$ cat src/sv/fefe_pkg.sv
// fire effect frame engine: shared constants, types and the heat palette
// used by the heat store, the burn datapath and the top level
package fefe_pkg;

    localparam int COLS           = 8;
    localparam int CELL_W         = 4;
    localparam int ROW_W          = COLS * CELL_W;
    localparam int NOISE_CNT      = 6;
    localparam int NOISE_W        = NOISE_CNT * CELL_W;
    localparam int ROW_IDX_W      = 4;
    localparam int OUT_DATA_W     = 40;
    localparam int SHOWN_ROWS_DEF = 15;

    // palette codes
    localparam logic [CELL_W-1:0] PAL_BLACK     = 4'd0;
    localparam logic [CELL_W-1:0] PAL_WHITE     = 4'd1;
    localparam logic [CELL_W-1:0] PAL_RED       = 4'd2;
    localparam logic [CELL_W-1:0] PAL_YELLOW    = 4'd7;
    localparam logic [CELL_W-1:0] PAL_LIGHT_RED = 4'd10;

    // heat levels where the palette changes
    localparam logic [CELL_W-1:0] HEAT_RED       = 4'd3;
    localparam logic [CELL_W-1:0] HEAT_LIGHT_RED = 4'd4;
    localparam logic [CELL_W-1:0] HEAT_YELLOW    = 4'd5;

    typedef struct packed {
        logic we;
        logic re;
    } t_mem_ctl;

    function automatic logic [CELL_W-1:0] heat_to_color(input logic [CELL_W-1:0] heat);
        logic [CELL_W-1:0] color;
        if (heat < HEAT_RED) begin
            color = PAL_BLACK;
        end else if (heat == HEAT_RED) begin
            color = PAL_RED;
        end else if (heat == HEAT_LIGHT_RED) begin
            color = PAL_LIGHT_RED;
        end else if (heat == HEAT_YELLOW) begin
            color = PAL_YELLOW;
        end else begin
            color = PAL_WHITE;
        end
        return color;
    endfunction

endpackage

$ cat src/sv/fefe_heat_mem.sv
// fire effect frame engine: heat store, one row of eight cells per word
// one write and one registered read port, per-row valid bits; uses fefe_pkg
module fefe_heat_mem
    import fefe_pkg::*;
#(
    parameter int DEPTH = SHOWN_ROWS_DEF + 2,
    localparam int AW = $clog2(DEPTH)
) (
    input  logic             i_clk,
    input  logic             i_rst_n,
    input  t_mem_ctl         i_ctl,
    input  logic [AW-1:0]    i_waddr,
    input  logic [ROW_W-1:0] i_wdata,
    input  logic [AW-1:0]    i_raddr,
    output logic [ROW_W-1:0] o_rdata
);

    logic [ROW_W-1:0] mem [DEPTH];
    logic [DEPTH-1:0] r_valid;
    logic [ROW_W-1:0] r_rdata;
    logic             r_rvld;

    always_ff @(posedge i_clk) begin
        if (i_ctl.we) begin
            mem[i_waddr] <= i_wdata;
        end
        if (i_ctl.re) begin
            r_rdata <= mem[i_raddr];
        end
    end

    // a row never written reads as zero heat
    always_ff @(posedge i_clk) begin
        if (!i_rst_n) begin
            r_valid <= '0;
            r_rvld  <= 1'b0;
        end else begin
            if (i_ctl.we) begin
                r_valid[i_waddr] <= 1'b1;
            end
            if (i_ctl.re) begin
                r_rvld <= r_valid[i_raddr];
            end
        end
    end

    assign o_rdata = r_rvld ? r_rdata : '0;

endmodule

$ cat src/sv/fefe_burn.sv
// fire effect frame engine: cooling average of one row and its palette colors
// combines the old rows r, r+1 and r+2; uses fefe_pkg
module fefe_burn
    import fefe_pkg::*;
(
    input  logic [ROW_W-1:0] i_row0,
    input  logic [ROW_W-1:0] i_row1,
    input  logic [ROW_W-1:0] i_row2,
    output logic [ROW_W-1:0] o_heat,
    output logic [ROW_W-1:0] o_colors
);

    always_comb begin
        logic [CELL_W-1:0] left;
        logic [CELL_W-1:0] right;
        logic [CELL_W+1:0] sum;
        logic [CELL_W-1:0] heat;
        o_heat   = '0;
        o_colors = '0;
        for (int c = 0; c < COLS; c++) begin
            // left and right neighbors wrap into the adjacent linear cells
            if (c == 0) begin
                left = i_row0[(COLS-1)*CELL_W +: CELL_W];
            end else begin
                left = i_row1[(c-1)*CELL_W +: CELL_W];
            end
            if (c == COLS - 1) begin
                right = i_row2[0 +: CELL_W];
            end else begin
                right = i_row1[(c+1)*CELL_W +: CELL_W];
            end
            sum = (CELL_W+2)'(left) + (CELL_W+2)'(i_row1[c*CELL_W +: CELL_W])
                + (CELL_W+2)'(right) + (CELL_W+2)'(i_row2[c*CELL_W +: CELL_W]);
            heat = sum[CELL_W+1:2];
            o_heat[c*CELL_W +: CELL_W]   = heat;
            o_colors[c*CELL_W +: CELL_W] = heat_to_color(heat);
        end
    end

endmodule

$ cat src/sv/fire_effect_frame_engine_core.sv
// fire effect frame engine: top level with row sequencer and output register
// instantiates fefe_heat_mem and fefe_burn; uses fefe_pkg
//
// usage:
//   s_axis carries one frame tick per transfer, six 4-bit noise values for
//   the source row. for each tick the block cools the heat store row by row
//   (each cell from the two rows below and the neighbors in the row below)
//   and then writes the noise into the source row.
//   m_axis carries SHOWN_ROWS transfers per tick, one per displayed row, top
//   row first, with the row number and eight palette colors; tlast marks the
//   final row.
//   each row needs one memory read plus a capture state and a write state on
//   the heat store, with three reads to prime the row window. a new tick is
//   taken only once the previous one is done; the last row may still wait in
//   the output register.
//   when the receiver stalls, the sequencer holds before each row write until
//   the output register is free, so nothing is lost.
//   reset (synchronous, active low) clears the heat store to zero through the
//   per-row valid bits and returns the sequencer to idle at once.
module fire_effect_frame_engine_core
    import fefe_pkg::*;
#(
    parameter int SHOWN_ROWS = SHOWN_ROWS_DEF
) (
    input  logic                  i_clk,
    input  logic                  i_rst_n,
    input  logic                  s_axis_tvalid,
    output logic                  s_axis_tready,
    // noise_a, noise_b, noise_c, noise_d, noise_e, noise_f
    input  logic [NOISE_W-1:0]    s_axis_tdata,
    output logic                  m_axis_tvalid,
    input  logic                  m_axis_tready,
    // row_index, color_col0 .. color_col7, zero padding
    output logic [OUT_DATA_W-1:0] m_axis_tdata,
    output logic                  m_axis_tlast
);

    localparam int DEPTH = SHOWN_ROWS + 2;
    localparam int AW    = $clog2(DEPTH);
    localparam int CW    = $clog2(SHOWN_ROWS + 3);

    localparam logic [2:0] S_IDLE  = 3'd0;
    localparam logic [2:0] S_RD    = 3'd1;
    localparam logic [2:0] S_CAP   = 3'd2;
    localparam logic [2:0] S_WR    = 3'd3;
    localparam logic [2:0] S_NOISE = 3'd4;

    logic [2:0]            r_state, n_state;
    logic [CW-1:0]         r_row, n_row;
    logic [CW-1:0]         r_rd, n_rd;
    logic [NOISE_W-1:0]    r_noise, n_noise;
    logic [ROW_W-1:0]      r_w0, n_w0;
    logic [ROW_W-1:0]      r_w1, n_w1;
    logic [ROW_W-1:0]      r_w2, n_w2;
    logic                  r_out_valid, n_out_valid;
    logic [OUT_DATA_W-1:0] r_out_data, n_out_data;
    logic                  r_out_last, n_out_last;

    t_mem_ctl         mem_ctl;
    logic [AW-1:0]    mem_waddr;
    logic [ROW_W-1:0] mem_wdata;
    logic [ROW_W-1:0] mem_rdata;
    logic [ROW_W-1:0] new_heat;
    logic [ROW_W-1:0] new_colors;
    logic             out_free;
    logic             row_last;

    fefe_heat_mem #(
        .DEPTH (DEPTH)
    ) u_heat_mem (
        .i_clk   (i_clk),
        .i_rst_n (i_rst_n),
        .i_ctl   (mem_ctl),
        .i_waddr (mem_waddr),
        .i_wdata (mem_wdata),
        .i_raddr (AW'(r_rd)),
        .o_rdata (mem_rdata)
    );

    fefe_burn u_burn (
        .i_row0   (r_w0),
        .i_row1   (r_w1),
        .i_row2   (r_w2),
        .o_heat   (new_heat),
        .o_colors (new_colors)
    );

    assign out_free = !r_out_valid || m_axis_tready;
    assign row_last = (r_row == CW'(SHOWN_ROWS - 1));

    always_comb begin
        n_state     = r_state;
        n_row       = r_row;
        n_rd        = r_rd;
        n_noise     = r_noise;
        n_w0        = r_w0;
        n_w1        = r_w1;
        n_w2        = r_w2;
        n_out_valid = r_out_valid && !m_axis_tready;
        n_out_data  = r_out_data;
        n_out_last  = r_out_last;
        mem_ctl     = '0;
        mem_waddr   = AW'(r_row);
        mem_wdata   = new_heat;

        unique case (r_state)
            S_IDLE: begin
                if (s_axis_tvalid) begin
                    n_noise = s_axis_tdata;
                    n_row   = '0;
                    n_rd    = '0;
                    n_state = S_RD;
                end
            end
            S_RD: begin
                mem_ctl.re = 1'b1;
                n_state    = S_CAP;
            end
            S_CAP: begin
                // slide the three-row window down by one row
                n_w0 = r_w1;
                n_w1 = r_w2;
                n_w2 = mem_rdata;
                n_rd = r_rd + CW'(1);
                if (r_rd < CW'(r_row + CW'(2))) begin
                    n_state = S_RD;
                end else begin
                    n_state = S_WR;
                end
            end
            S_WR: begin
                if (out_free) begin
                    mem_ctl.we  = 1'b1;
                    n_out_valid = 1'b1;
                    n_out_data  = {(OUT_DATA_W - ROW_W - ROW_IDX_W)'(0), new_colors,
                                   ROW_IDX_W'(r_row)};
                    n_out_last  = row_last;
                    if (row_last) begin
                        n_state = S_NOISE;
                    end else begin
                        n_row   = r_row + CW'(1);
                        n_state = S_RD;
                    end
                end
            end
            S_NOISE: begin
                // edge columns of the source row stay cold
                mem_ctl.we = 1'b1;
                mem_waddr  = AW'(SHOWN_ROWS);
                mem_wdata  = {CELL_W'(0), r_noise, CELL_W'(0)};
                n_state    = S_IDLE;
            end
            default: begin
                n_state = S_IDLE;
            end
        endcase
    end

    always_ff @(posedge i_clk) begin
        if (!i_rst_n) begin
            r_state     <= S_IDLE;
            r_row       <= '0;
            r_rd        <= '0;
            r_out_valid <= 1'b0;
        end else begin
            r_state     <= n_state;
            r_row       <= n_row;
            r_rd        <= n_rd;
            r_out_valid <= n_out_valid;
        end
    end

    always_ff @(posedge i_clk) begin
        r_noise    <= n_noise;
        r_w0       <= n_w0;
        r_w1       <= n_w1;
        r_w2       <= n_w2;
        r_out_data <= n_out_data;
        r_out_last <= n_out_last;
    end

    assign s_axis_tready = (r_state == S_IDLE);
    assign m_axis_tvalid = r_out_valid;
    assign m_axis_tdata  = r_out_data;
    assign m_axis_tlast  = r_out_last;

`ifndef NO_ASSERTIONS
    a_last_row_index: assert property (@(posedge i_clk) disable iff (!i_rst_n)
        (m_axis_tvalid && m_axis_tlast) |->
            (m_axis_tdata[ROW_IDX_W-1:0] == ROW_IDX_W'(SHOWN_ROWS - 1)))
        else $error("tlast on a row other than the final one");

    a_write_loads_output: assert property (@(posedge i_clk) disable iff (!i_rst_n)
        (r_state == S_WR && !r_out_valid) |=> r_out_valid)
        else $error("row write did not load the output register");

    a_read_window: assert property (@(posedge i_clk) disable iff (!i_rst_n)
        (r_state != S_IDLE) |-> ((CW+1)'(r_rd) <= (CW+1)'(r_row) + (CW+1)'(3)))
        else $error("read pointer ran ahead of the row window");

    a_write_range: assert property (@(posedge i_clk) disable iff (!i_rst_n)
        mem_ctl.we |-> ((CW+1)'(mem_waddr) <= (CW+1)'(SHOWN_ROWS)))
        else $error("heat store write outside the updated rows");

    a_noise_after_last: assert property (@(posedge i_clk) disable iff (!i_rst_n)
        (r_state == S_NOISE) |-> $past(r_state == S_WR && row_last))
        else $error("source row written before the last row was done");
`endif

endmodule

$ cat config.mk
export PLATFORM = sky130hd
export DESIGN_NAME = fire_effect_frame_engine_core
export DESIGN_NICKNAME = d
export VERILOG_FILES = /design/src/sv/fefe_pkg.sv /design/src/sv/fefe_heat_mem.sv /design/src/sv/fefe_burn.sv /design/src/sv/fire_effect_frame_engine_core.sv
export SDC_FILE = /design/constraint.sdc
export NUM_CORES = 1
export LEC_CHECK = 0
export ABC_CLOCK_PERIOD_IN_PS = 11100
export BUFFER_PORTS_ARGS = -buffer_cell sky130_fd_sc_hd__buf_2
export CAP_MARGIN = 15
export CORE_AREA = 2 2 233 235
export DETAILED_ROUTE_END_ITERATION = 16
export DIE_AREA = 0 0 235 237
export GPL_TIMING_DRIVEN = 0
export HOLD_SLACK_MARGIN = 0.03
export PLACE_DENSITY_LB_ADDON = 0.12
export SYNTH_ARGS = -nofsm -noshare
export SYNTH_HDL_FRONTEND = slang
export SYNTH_SLANG_ARGS = --single-unit
$ cat constraint.sdc
create_clock -name i_clk -period 11.1 [get_ports i_clk]
set_clock_uncertainty 0.15 [all_clocks]
set_input_delay 1.665 -clock i_clk [delete_from_list [all_inputs] [get_ports i_clk]]
set_output_delay 1.665 -clock i_clk [all_outputs]
set_load 0.05 [all_outputs]
Word level (Yosys, flattened, before mapping)
Memories as Yosys holds them, arrays and structs flattened. A register that Yosys moved wholly into a read port is not among the register bits. Index checks and enable logic that the tools add are counted.

Add/sub/neg operators: 27. $lt $le $gt $ge: 12. Equal/unequal tests: 32. Mux-type cells: 47. Bitwise gates (word level): 1. Reductions and logical operators: 29.

Operator list (count): $add 6x4->6 (16); $eq 4x3->1 const B (16); $add 4x4->5 (8); $mux 3 (11); $eq 4x2->1 const B (8); $lt 4x2->1 const B (8); $mux 32 (1); $mux 4 (8); $reduce_or 3->1 (8); $mux 5 (4); $pmux 5 s2 (2); $mux 2 (9); $or 17x17->17 (1); $reduce_or 2->1 (8); $lt 5x6->1 const B (2); $pmux 3 s4 (1); $add 5x1->5 const B (2); $mux 1 (8); $reduce_and 2->1 (4); $eq 3x2->1 const B (2); $ne 2x2->1 const B (3); $add 5x2->5 const B (1); $bmux 1 s5 (1); $demux 1 s5 (1); other kinds (12) (15).

Register bits: 189. Memory bits (writable): 544. Input port bits: 28. Output and inout bits: 43. Word-level logic and storage cells: 185. Memories kept: 1.

Memories: u_heat_mem.mem (words 17, width 32, rd ports 1, clocked after Yosys merged registers in 1, write ports 1, RTL line fefe_heat_mem.sv:18) `logic [ROW_W-1:0] mem [DEPTH];`.

Logic depth before layout (Yosys ltp)
Gate-level depths: netlist of the first run.

Depth after elaboration: 7. Gate-level depth with buffers: 12. Depth with buffers taken out: 12.

By module
From an unflattened synthesis of the first run, not the netlist that was laid out.

Cells, all modules: 1928. Area, all modules: 32346.0 µm².

By module, submodules not included: fefe_heat_mem (times used 1, cells each 1191, area each 22819.4 µm², seq. area each 17656.9 µm²); fire_effect_frame_engine_core (times used 1, cells each 308, area each 6002.0 µm², seq. area each 4994.8 µm²); fefe_burn (times used 1, cells each 429, area each 3524.6 µm², seq. area each 0.0 µm²).

Worst setup path after synthesis of the first run
OpenSTA, ideal clock, no wires.

Kind: input to register. From: input port m_axis_tready. To: memory u_heat_mem.mem[7][0] (netlist name), enable pin. Arrival time: 5308 ps. Slack: 5179 ps. Cell stages on the path: 4. Cell sequence: nor2b_4 > nor3_4 > nand3_1 > nor3_1.

Longest elaborated chain between the ends: 5.

RTL lines: start: declaration (RTL line fire_effect_frame_engine_core.sv:32) `input logic m_axis_tready,`; $logic_or 1x1->1 (RTL line fire_effect_frame_engine_core.sv:88) `assign out_free = !r_out_valid || m_axis_tready;`; $mux 1 (RTL line fire_effect_frame_engine_core.sv:132) `if (out_free) begin`; $pmux 1 s2 (RTL line fire_effect_frame_engine_core.sv:106) `unique case (r_state)`; $mux 1 (RTL line fefe_heat_mem.sv:24) `if (i_ctl.we) begin`; $mux 1 (not written as such) (RTL line fefe_heat_mem.sv:25) `mem[i_waddr] <= i_wdata;`; end: declaration (RTL line fefe_heat_mem.sv:18).

Every way passes these cells.

Final worst setup path of the first run
From: register r_w1[25]. To: memory u_heat_mem.mem[12][30] (netlist name) (data pin).

Longest elaborated chain between the ends: 4.

RTL lines: start: declaration (RTL line fire_effect_frame_engine_core.sv:53) `logic [ROW_W-1:0] r_w1, n_w1;`; start signal: assignment (RTL line fire_effect_frame_engine_core.sv:176) `r_w1 <= n_w1;`; $add 4x4->5 (RTL line fefe_burn.sv:32) `sum = (CELL_W+2)'(left) + (CELL_W+2)'(i_row1[c*CELL_W +: CELL_W])`; $add 6x4->6 (2 in a row) (RTL line fefe_burn.sv:33) `+ (CELL_W+2)'(right) + (CELL_W+2)'(i_row2[c*CELL_W +: CELL_W]);`; $mux 32 (RTL line fire_effect_frame_engine_core.sv:106); net mem_wdata[30] (RTL line fire_effect_frame_engine_core.sv:61) `logic [ROW_W-1:0] mem_wdata;`.

The timed path passes the listed nets, and every way through them passes these cells.

==> qor.csv, run 1 <==
stage,metric,value,unit
critical_path,cp.arrival,4.21,ns
drt,postRouteAntennaNets,0,
yosys,yosysSeqAreaShare,69.1,%
drt,route.layer.met1.wl,29.4,mm
timing,slew_viol_final,0,
placement,place_ws,6.81,ns
final_layout,n_fill_cell,3580,
clock_tree,cts_setup_buffers,0,
clock_tree,ctsHoldBuffers,0,
timing,period_share,36.7,%
timing,hold-worst-slack,0.296,ns
timing,setup_viol,0,
yosys,synth-compound-area-share,7.70,%
critical_path,required,11.24,ns
yosys,synthesis.area,31500,sq um
yosys,synth_xor_area_share,1.22,%
critical_path,startpoint_type,flop,
grt,grt_pass1_vias,17800,
drt,avgViaCountPerCell,5.86,
placement,place_area,33500,sq um
power,clock_power_share,38.6,%
yosys,synth_cells,2046,
yosys,synthMuxAreaShare,7.68,%
power,combPwrFrac,10.3,%
power,power_leakage,12.4,nW
yosys,async_reset_ff_share,0,%
timing,worst_slew_pin_slew,1.19,ns
clock_tree,clkSinkCount,737,
critical_path,crit_top_cell,ha_1,
timing,max_slew_margin,20.4,%
clock_tree,htreeDepth,3,
clock_tree,cts_root_buf,clkbuf_16,
worst_hold_path,hold_path_depth,0,
drt,routed-wl-met2,34.3,mm
power,p_sw,1.50,mW
critical_path,crit_slowest_cell,and2_1,
yosys,ys_ff_latch,737,
placement,place.gp.congestion,0.862,
power,power_frac_seq,51.0,%
drt,wl_met3,3.91,mm
critical_path,cp-end-kind,flop,
final_layout,antenna_cells,0,
critical_path,crit_path_cell_trace,"ha_1, a21o_1, a21oi_1, xor2_1, fa_1, inv_1, ha_1, and3_1, a221oi_2, xnor2_1, and2_1",
floorplan,num_rows,85,
clock_tree,cts_tree,done,
clock_tree,cts_made_buffers,76,
power,p_sw_share,23.4,%
drt,drc,0,
grt,grt_antenna_before_repair,0,
grt,grt-ovfl-total,0,
floorplan,start_util,59.2,%
final_layout,nNetsFinal,2374,
drt,dr.first_iter.drc_count,1465,
timing,max_freq,0.246,GHz
critical_path,cp_max_fo,17,
critical_path,critPathMaxStageDelay,0.69,ns
final_layout,area_growth,13.9,%
yosys,synth-simple-area-share,6.09,%
timing,fin_crit,4.07,ns
drt,routed_wl,69.5,mm
placement,dp_hpwl,49.6,mm
yosys,syn_avg_cell_area,15.4,sq um
power,power_density,179,nW/um^2
yosys,synth_top_family_by_area,compound AO/OA/AOI/OAI gates,
grt,grt_max_degree,72,
floorplan,design.portCount,71,
yosys,synth_edf_count,705,
yosys,synthAdderAreaFrac,5.39,%
timing,hold_violations,0,
floorplan,die_h,237,um
floorplan,fp.dieW,235,um
clock_tree,clk_pin_slew,0.06,ns
clock_tree,cts_resized,0,
timing,fin_ws,7.03,ns
power,power.total,6.43,mW
grt,grt_usage,25.2,%
critical_path,critical_path_class,reg2reg,
yosys,yosys_warnings,0,
timing,fin_tns_setup,0,ns
drt,drt_first_pass_iters,5,
drt,wl_per_cell,23.3,um
floorplan,core,53300,sq um
power,p_int,4.93,mW
placement,io_buffers,66,
job,maxCapViolCount,0,
final_layout,final_cell_mix,"edfxtp_1 (705), mux2i_1 (197), nand2_1 (103)",
final_layout,final_common_cell,edfxtp_1,
yosys,synthFlopType,edfxtp_1,
clock_tree,cts_buffer_depth,3,
critical_path,reg2reg_depth,11,
final_layout,drive_above_1_share,14.5,%
timing,rsz0062_at_grt,no,
final_layout,design_area,35900,sq um
outcome,status,"finished, final reports clean",
grt,grt_pass1_wl,105,mm
clock_tree,clock_latency,0.61,ns
worst_hold_path,hp-class,reg2reg,
drt,highest_layer,met4,
drt,vias,17500,
power,vdd_drop_max,0.116,mV
floorplan,dieArea,55700,sq um
yosys,yosysUniqueCellTypes,55,
-- routing by layer --
| layer | vias to the layer above | global-route usage, % |
|---|---|---|
| li1 | 8103 | - |
| met1 | 8725 | 34.2 |
| met2 | 551 | 42.4 |
| met3 | 119 | 3.35 |
| met4 | 0 | 8.61 |
| met5 | - | 0 |
-- flip-flops by register name (all words and copies together) (netlist names) --
register / cells
r_w0: 4
m_axis_tvalid: 1
m_axis_tlast: 1
u_heat_mem.mem: 544
r_w1: 32
r_rd: 5
r_w2: 32
r_noise: 24
m_axis_tdata: 36
u_heat_mem.r_rdata: 32
u_heat_mem.r_rvld: 1
u_heat_mem.r_valid: 17
r_row: 5
r_state: 3
-- power by group through the flow --
| stage | combinational [mW] | sequential [mW] | clock, mW |
|---|---|---|---|
| 3_5_place_dp | 0.641 | 3.34 | 0 |
| 2_1_floorplan | 0.397 | 3.34 | 0 |
| 5_1_grt | 0.730 | 3.28 | 2.62 |
| 4_1_cts | 0.644 | 3.28 | 2.51 |
| 6_report | 0.664 | 3.28 | 2.48 |
| 3_3_place_gp | 0.581 | 3.35 | 0 |
-- kinds of logic (layout without fill, tap and decap cells) --
family | Yosys count | in the layout
other | 1 | 4
flip-flops | 737 | 737
multiplexers | 235 | 235
buffers and inverters | 194 | 435
adder cells (fa/ha/maj) | 112 | 112
AND/OR/NAND/NOR | 360 | 360
XOR/XNOR | 44 | 44
AO/OA/AOI/OAI | 363 | 363
-- cell type report --
| class | instances | area [sq um] | share of cell area [%] |
|---|---|---|---|
| flip-flops and latches | 737 | 21800 | 60.7 |
| clock inverters | 39 | 405 | 1.13 |
| well taps | 696 | 871 | 2.42 |
| clock buffers | 95 | 1990 | 5.55 |
| multi-input cells | 1118 | 9000 | 25.1 |
| repair buffers | 107 | 965 | 2.69 |
| plain buffers | 96 | 505 | 1.41 |
| inverters | 98 | 370 | 1.03 |
-- synth_stat cells, types with 2 or more instances --
| master | number | area (sq um) |
|---|---|---|
| nor3b_1 | 8 | 60.1 |
| a21boi_0 | 3 | 22.5 |
| or3_1 | 6 | 37.5 |
| a221oi_2 | 6 | 90.1 |
| o21ai_0 | 68 | 340 |
| a22oi_1 | 33 | 248 |
| a211oi_1 | 68 | 510 |
| xor2_1 | 33 | 289 |
| and3b_1 | 7 | 61.3 |
| mux4_2 | 2 | 45.0 |
| edfxtp_1 | 705 | 21200 |
| nand3_1 | 42 | 210 |
| buf_1 | 2 | 7.51 |
| nand4_1 | 2 | 12.5 |
| nand2b_1 | 21 | 131 |
| and3_1 | 8 | 50.1 |
| dfxtp_1 | 32 | 641 |
| a22o_1 | 32 | 280 |
| nor4_4 | 2 | 42.5 |
| clkbuf_1 | 47 | 176 |
| and2_1 | 41 | 257 |
| o32ai_1 | 2 | 17.5 |
| buf_6 | 7 | 78.8 |
| nor3_1 | 5 | 25.0 |
| ha_1 | 72 | 901 |
| a21o_1 | 28 | 210 |
| nor2_1 | 50 | 188 |
| nand3b_1 | 8 | 60.1 |
| a31oi_1 | 5 | 31.3 |
| buf_2 | 22 | 110 |
| a311oi_1 | 5 | 43.8 |
| mux2_2 | 36 | 405 |
| nand2_1 | 103 | 387 |
| xnor2_1 | 11 | 96.3 |
| a21oi_1 | 88 | 440 |
| o21a_1 | 20 | 150 |
| mux2i_1 | 197 | 1970 |
| fa_1 | 40 | 801 |
| buf_4 | 17 | 128 |
| o41ai_1 | 2 | 17.5 |
| nor2b_1 | 49 | 307 |
| inv_1 | 98 | 368 |
-- critical path, delay by kind of cell, from the launching register on --
kind            cells  cell delay (ns)
fa+ha+maj           3             1.19
simple gates        2             0.92
compound gates      3             0.61
flops               1             0.50
xor+xnor            2             0.32
buf+inv             1             0.04
-- worst paths after layout --
check        startpoint                      to  slack [ns]
min reg2reg    r_w2[26]                r_w1[26]        0.30
min            r_w2[26]                r_w1[26]        0.30
max            r_w1[25]  u_heat_mem.mem[12][30]        7.03
max reg2reg    r_w1[25]  u_heat_mem.mem[12][30]        7.03
-- through the flow --
| step | utilization [%] | cells |
|---|---|---|
| after global routing | 67.4 | 2986 |
| after detailed placement | 62.8 | 2846 |
| after floorplan | - | 2049 |
| final | 67.4 | 2986 |
| after CTS | 67.3 | 2980 |
| after global placement | 61.5 | 2811 |
Note: power is estimated with default switching activity, not from simulation.
==> inputs of run 2 (changes only) <==
ABC_CLOCK_PERIOD_IN_PS = 4000   (was 11100)
clock period = 4 ns   (was 11.1 ns; I/O delays follow)
==> run 2 against run 1 <==
Against the previous run:
- sequential power grew to 2.8 times the previous value
- die area stayed put
- clock power grew to 2.7 times the previous value
- power grew to 2.7 times the previous value
- critical endpoint is now u_heat_mem.mem[8][23]
- via count is 0.99% higher
- largest power group unchanged
- critical path depth is 1 lower
- first-iteration DRC count is 6.4% higher
==> qor.csv, run 2 (synthesized netlist as in run 1, its figures left out) <==
stage,metric,value,unit,change
clock_tree,cts_root_buf,clkbuf_16,,unchanged
power,power_leakage,12.5,nW,was 12.4 nW
critical_path,cp.arrival,3.99,ns,was 4.21 ns
floorplan,fp.dieW,235,um,unchanged
timing,fin_ws,0.191,ns,was 7.03 ns
timing,rsz0062_at_grt,no,,unchanged
grt,grt_usage,25.4,%,was 25.2%
power,vdd_drop_max,0.341,mV,was 0.116 mV
clock_tree,cts_made_buffers,76,,unchanged
critical_path,reg2reg_to,u_heat_mem.mem[8][23],,was u_heat_mem.mem[12][30]
placement,place_ws,-0.318,ns,was 6.81 ns
critical_path,cp_max_fo,13,,was 17
drt,drc,0,,unchanged
critical_path,worstReg2RegStart,r_w1[16],,was r_w1[25]
drt,dr.first_iter.drc_count,1559,,was 1465
final_layout,area_growth,14.7,%,was 13.9%
critical_path,reg2reg_depth,10,,was 11
clock_tree,cts_buffer_depth,3,,unchanged
clock_tree,clk_pin_slew,0.06,ns,about the same
grt,grt_antenna_before_repair,0,,unchanged
drt,vias,17700,,was 17500
grt,grt_pass1_wl,106,mm,was 105 mm
clock_tree,clkSinkCount,737,,unchanged
critical_path,startpoint_type,flop,,unchanged
timing,max_slew_margin,39.0,%,was 20.4%
job,maxCapViolCount,0,,unchanged
critical_path,endpoint,u_heat_mem.mem[8][23],,was u_heat_mem.mem[12][30]
critical_path,critical_path_class,reg2reg,,unchanged
floorplan,start_util,59.2,%,unchanged
worst_hold_path,hold_path_depth,0,,unchanged
placement,place_area,33500,sq um,about the same
final_layout,antenna_cells,0,,unchanged
timing,hold-worst-slack,0.295,ns,was 0.296 ns
timing,hold_violations,0,,unchanged
floorplan,design.portCount,71,,unchanged
worst_hold_path,min_from,r_w2[26],,unchanged
drt,postRouteAntennaNets,0,,unchanged
power,power.total,17.6,mW,was 6.43 mW
timing,fin_crit,3.81,ns,was 4.07 ns
timing,worst_slew_pin_slew,0.915,ns,was 1.19 ns
placement,place_inst,2845,,was 2846
drt,drt_first_pass_iters,5,,unchanged
final_layout,design_area,36200,sq um,was 35900 sq um
drt,routed_wl,69.9,mm,was 69.5 mm
floorplan,dieArea,55700,sq um,unchanged
final_layout,nNetsFinal,2394,,was 2374
placement,place.gp.congestion,0.859,,was 0.862
final_layout,drive_above_1_share,15.0,%,was 14.5%
outcome,status,"finished, final reports clean",,unchanged
grt,grt-ovfl-total,0,,unchanged
timing,slew_viol_final,0,,unchanged
timing,period_share,95.2,%,was 36.7%
grt,grt_pass1_vias,18100,,was 17800
grt,grt_max_degree,72,,unchanged
critical_path,cp-end-kind,flop,,unchanged
critical_path,rrSetupSlack,0.19,ns,was 7.03 ns
placement,dp_hpwl,49.6,mm,about the same
final_layout,final_common_cell,edfxtp_1,,unchanged
final_layout,largest_reg_flops,544,,unchanged
floorplan,num_rows,85,,unchanged
final_layout,regMostFlops,u_heat_mem.mem,,unchanged
drt,avgViaCountPerCell,5.88,,was 5.86
timing,fin_tns_setup,0,ns,unchanged
final_layout,final_cell_mix,"edfxtp_1 (705), mux2i_1 (197), inv_1 (97), nand2_1 (97)",,"was edfxtp_1 (705), mux2i_1 (197), nand2_1 (103)"
final_layout,fin_util,67.9,%,was 67.4%
clock_tree,clock_latency,0.62,ns,was 0.61 ns
timing,setup_viol,0,,unchanged
clock_tree,cts_setup_buffers,0,,unchanged
floorplan,core,53300,sq um,unchanged
critical_path,crit_start,r_w1[16],,was r_w1[25]
clock_tree,cts_tree,done,,unchanged
worst_hold_path,hp-class,reg2reg,,unchanged
final_layout,fin_cells,3005,,was 2986
timing,max_freq,0.263,GHz,was 0.246 GHz
placement,io_buffers,66,,unchanged
critical_path,required,4.19,ns,was 11.24 ns
clock_tree,htreeDepth,3,,unchanged
power,power_density,487,nW/um^2,was 179 nW/um^2
drt,wl_per_cell,23.3,um,about the same
floorplan,die_h,237,um,unchanged
[run 2: cell types whose count changed in the layout (fill, tap and decap cells not counted), sizes merged]
cell	previous run	this run
bufinv	8	2
clkinv	26	33
dlygate4sd3	0	24
buf	155	151
inv	100	99
clkbuf	143	141
clkinvlp	3	4
[run 2: area by class of cell]
cell class              count  area (sq um)
multi-input cells        1118          9060
flip-flops and latches    737         21800
fillers                  3551         17100
clock buffers              93          2080
plain buffers              96           505
repair buffers            127          1220
inverters                  98           370
well taps                 696           871
clock inverters            40           263
[run 2: critical path, cell delays in order (launching register included)]
cell and delay, ns:
edfxtp_1 0.46, ha_1 0.27, fa_1 0.41, xnor2_1 0.17
fa_1 0.48, inv_1 0.07, fa_1 0.50, a21o_1 0.20
a21oi_1 0.28, a21oi_1 0.25, buf_4 0.29
[run 2: worst min path at each step]
| stage | to | slack [ns] |
|---|---|---|
| floorplan | m_axis_tdata[3] | 0.26 |
| global placement | r_w1[22] | 0.28 |
| detailed placement | r_w1[10] | 0.28 |
| CTS | r_state[0] | 0.27 |
| global route | r_w1[16] | 0.31 |
| finish | r_w1[26] | 0.30 |
[run 2: per-layer routing]
metal / vias to the layer above / global-route usage (%) / share of wire (%)
met5: - / 0 / 0
met4: 0 / 9.36 / 3.0
met3: 126 / 3.87 / 6.1
met2: 575 / 42.7 / 49
met1: 8853 / 33.9 / 42
li1: 8117 / - / -
[run 2: where the power goes]
| group | total (mW) | switching, mW | internal, mW |
|---|---|---|---|
| clock | 6.65 | 2.83 | 3.82 |
| sequential | 9.10 | 0.0399 | 9.06 |
| combinational | 1.86 | 1.29 | 0.571 |
[run 2: what timing repair did]
item	in CTS	in global routing
endpoints found under the setup margin	153	153
pin swaps	0	0
hold buffers	24	0
gates resized for setup	9	9
endpoints found under the hold margin	24	0
==> inputs of run 3 (changes only) <==
CAP_MARGIN = not set   (was 15)
SETUP_SLACK_MARGIN = 0.3   (was not set)
==> run 3 against run 2 <==
Against the previous run:
- fmax increased by 2.3%
- first-iteration DRC count decreased by 0.71%
- critical endpoint is now u_heat_mem.mem[6][18]
- via count increased by 2.1%
- highest routed layer is now met5
- clock power increased by 2%
==> qor.csv, run 3 (synthesized netlist as in run 1, its figures left out) <==
stage,metric,value,unit,change
clock_tree,cts_tree,done,,unchanged
grt,grt_pass1_wl,106,mm,about the same
critical_path,critPathBufInv,3,,was 2
job,maxCapViolCount,0,,unchanged
timing,hold_violations,0,,unchanged
outcome,status,"finished, final reports clean",,unchanged
power,power_leakage,12.8,nW,was 12.5 nW
timing,worst_slew_pin_slew,1.33,ns,was 0.915 ns
floorplan,fp.dieW,235,um,unchanged
power,power_density,490,nW/um^2,was 487 nW/um^2
critical_path,cp-end-kind,flop,,unchanged
critical_path,critPathMaxStageDelay,0.47,ns,was 0.50 ns
floorplan,core,53300,sq um,unchanged
power,p_sw_share,24.4,%,was 23.6%
grt,grt_max_degree,72,,unchanged
grt,grt_pass1_vias,18000,,was 18100
final_layout,regMostFlops,u_heat_mem.mem,,unchanged
clock_tree,clock_latency,0.62,ns,about the same
timing,max_slew_margin,11.3,%,was 39.0%
timing,slew_viol_final,0,,unchanged
clock_tree,cts_buffer_depth,3,,unchanged
placement,place_inst,2841,,was 2845
floorplan,dieArea,55700,sq um,unchanged
power,vdd_drop_max,0.304,mV,was 0.341 mV
critical_path,cp.arrival,4.03,ns,was 3.99 ns
grt,grt_usage,25.4,%,about the same
critical_path,startpoint_type,flop,,unchanged
power,power_frac_seq,50.3,%,was 51.7%
floorplan,design.portCount,71,,unchanged
timing,max_freq,0.269,GHz,was 0.263 GHz
timing,period_share,93.0,%,was 95.2%
drt,drc,0,,unchanged
placement,io_buffers,66,,unchanged
drt,vias,18000,,was 17700
drt,routed_wl,72.5,mm,was 69.9 mm
grt,grt-ovfl-total,0,,unchanged
final_layout,nNetsFinal,2433,,was 2394
drt,dr.first_iter.drc_count,1548,,was 1559
critical_path,crit_start,r_w1[13],,was r_w1[16]
clock_tree,clk_pin_slew,0.06,ns,about the same
critical_path,crit_path_cell_trace,"buf_4, ha_1, a21o_1, a21oi_2, xor2_1, fa_1, inv_2, ha_4, and3_1, a221oi_2, xnor2_2, nand2_2, buf_6, nand2_8",,"was ha_1, fa_1, xnor2_1, fa_1, inv_1, fa_1, a21o_1, a21oi_1, a21oi_1, buf_4"
floorplan,die_h,237,um,unchanged
placement,dp_hpwl,49.3,mm,was 49.6 mm
critical_path,required,4.31,ns,was 4.19 ns
clock_tree,clkSinkCount,737,,unchanged
critical_path,reg2reg_depth,14,,was 10
timing,hold-worst-slack,0.297,ns,was 0.295 ns
clock_tree,cts_root_buf,clkbuf_16,,unchanged
grt,grt_antenna_before_repair,1,,was 0
worst_hold_path,hold_path_depth,0,,unchanged
power,combPwrFrac,12.5,%,was 10.6%
placement,place.gp.congestion,0.859,,unchanged
power,p_int,13.7,mW,was 13.5 mW
power,power.total,18.1,mW,was 17.6 mW
worst_hold_path,min_to,r_w1[8],,was r_w1[26]
worst_hold_path,min_from,r_w2[8],,was r_w2[26]
final_layout,final_common_cell,edfxtp_1,,unchanged
critical_path,cp_max_fo,5,,was 13
drt,postRouteAntennaNets,0,,unchanged
floorplan,num_rows,85,,unchanged
clock_tree,cts_made_buffers,75,,was 76
final_layout,drive_above_1_share,18.8,%,was 15.0%
power,clock_power_share,37.3,%,was 37.8%
critical_path,critical-path-top-delay-family,adder cells,,unchanged
drt,wl_per_cell,23.8,um,was 23.3 um
critical_path,crit_slowest_cell,fa_1,,unchanged
timing,rsz0062_at_grt,yes,,was no
critical_path,worstReg2RegStart,r_w1[13],,was r_w1[16]
worst_hold_path,hp-class,reg2reg,,unchanged
final_layout,fin_util,69.3,%,was 67.9%
critical_path,reg2reg_to,u_heat_mem.mem[6][18],,was u_heat_mem.mem[8][23]
timing,setup_viol,0,,unchanged
critical_path,rrSetupSlack,0.28,ns,was 0.19 ns
final_layout,final_cell_mix,"edfxtp_1 (705), mux2i_1 (197), inv_1 (94)",,"was edfxtp_1 (705), mux2i_1 (197), inv_1 (97), nand2_1 (97)"
final_layout,area_growth,17.1,%,was 14.7%
timing,fin_crit,3.72,ns,was 3.81 ns
clock_tree,htreeDepth,3,,unchanged
final_layout,largest_reg_flops,544,,unchanged
floorplan,start_util,59.2,%,unchanged
final_layout,fin_cells,3049,,was 3005
critical_path,critical_path_class,reg2reg,,unchanged
final_layout,n_fill_cell,3471,,was 3551
drt,drt_first_pass_iters,5,,unchanged
power,p_sw,4.42,mW,was 4.16 mW
drt,avgViaCountPerCell,5.92,,was 5.88
-- run 3: metal layers --
| metal | track usage, % | vias up | wire, um |
|---|---|---|---|
| met5 | 0 | - | 13 |
| met4 | 8.17 | 2 | 1940 |
| met3 | 4.10 | 129 | 5330 |
| met2 | 42.6 | 668 | 34700 |
| met1 | 34.4 | 9005 | 30500 |
| li1 | - | 8231 | - |
-- run 3: power by group through the flow --
stage	Sequential, mW	Combinational, mW	Clock (mW)
after global placement	9.29	1.61	0
final	9.10	2.26	6.75
after detailed placement	9.28	1.77	0
after floorplan	9.28	1.10	0
after CTS	9.10	1.88	6.83
after global routing	9.10	2.44	7.14
-- run 3: cell type report --
cell class,count,area [sq um],share of cell area [%]
well taps,696,871,2.36
diodes,1,2.50,0.00678
inverters,98,370,1.00
plain buffers,96,505,1.37
multi-input cells,1127,9530,25.8
flip-flops and latches,737,21800,59.1
clock inverters,46,384,1.04
repair buffers,158,1490,4.02
clock buffers,90,1960,5.32
-- run 3: worst max path at each step --
stage | endpoint | slack (ns) | cells after the start
3_5_place_dp | u_heat_mem.mem[11][21] | -0.31 | 9
5_1_grt | u_heat_mem.mem[7][18] | 0.16 | 13
3_3_place_gp | u_heat_mem.mem[11][5] | -2.25 | 5
6_report | u_heat_mem.mem[6][18] | 0.28 | 14
4_1_cts | u_heat_mem.mem[8][23] | 0.23 | 10
2_1_floorplan | u_heat_mem.mem[11][0] | -0.06 | 4
-- run 3: timing repair --
item | in CTS | in global routing
pin swaps | 7 | 49
hold buffers | 24 | 0
cloned | 2 | 7
hold endpoints to repair | 24 | 0
endpoints found under the setup margin | 342 | 353
buffers inserted | 5 | 33
gates resized for setup | 35 | 71
-- run 3: metrics by stage --
stage               setup slack, ns  TNS, ns  instance area, sq um
CTS                           0.232        0                 36200
finish                        0.279        0                 36900
global route                  0.159        0                 36900
global placement              -2.25  -834.29                 32800
floorplan                   -0.0621   -13.28                 31600
detailed placement           -0.315   -28.31                 33500
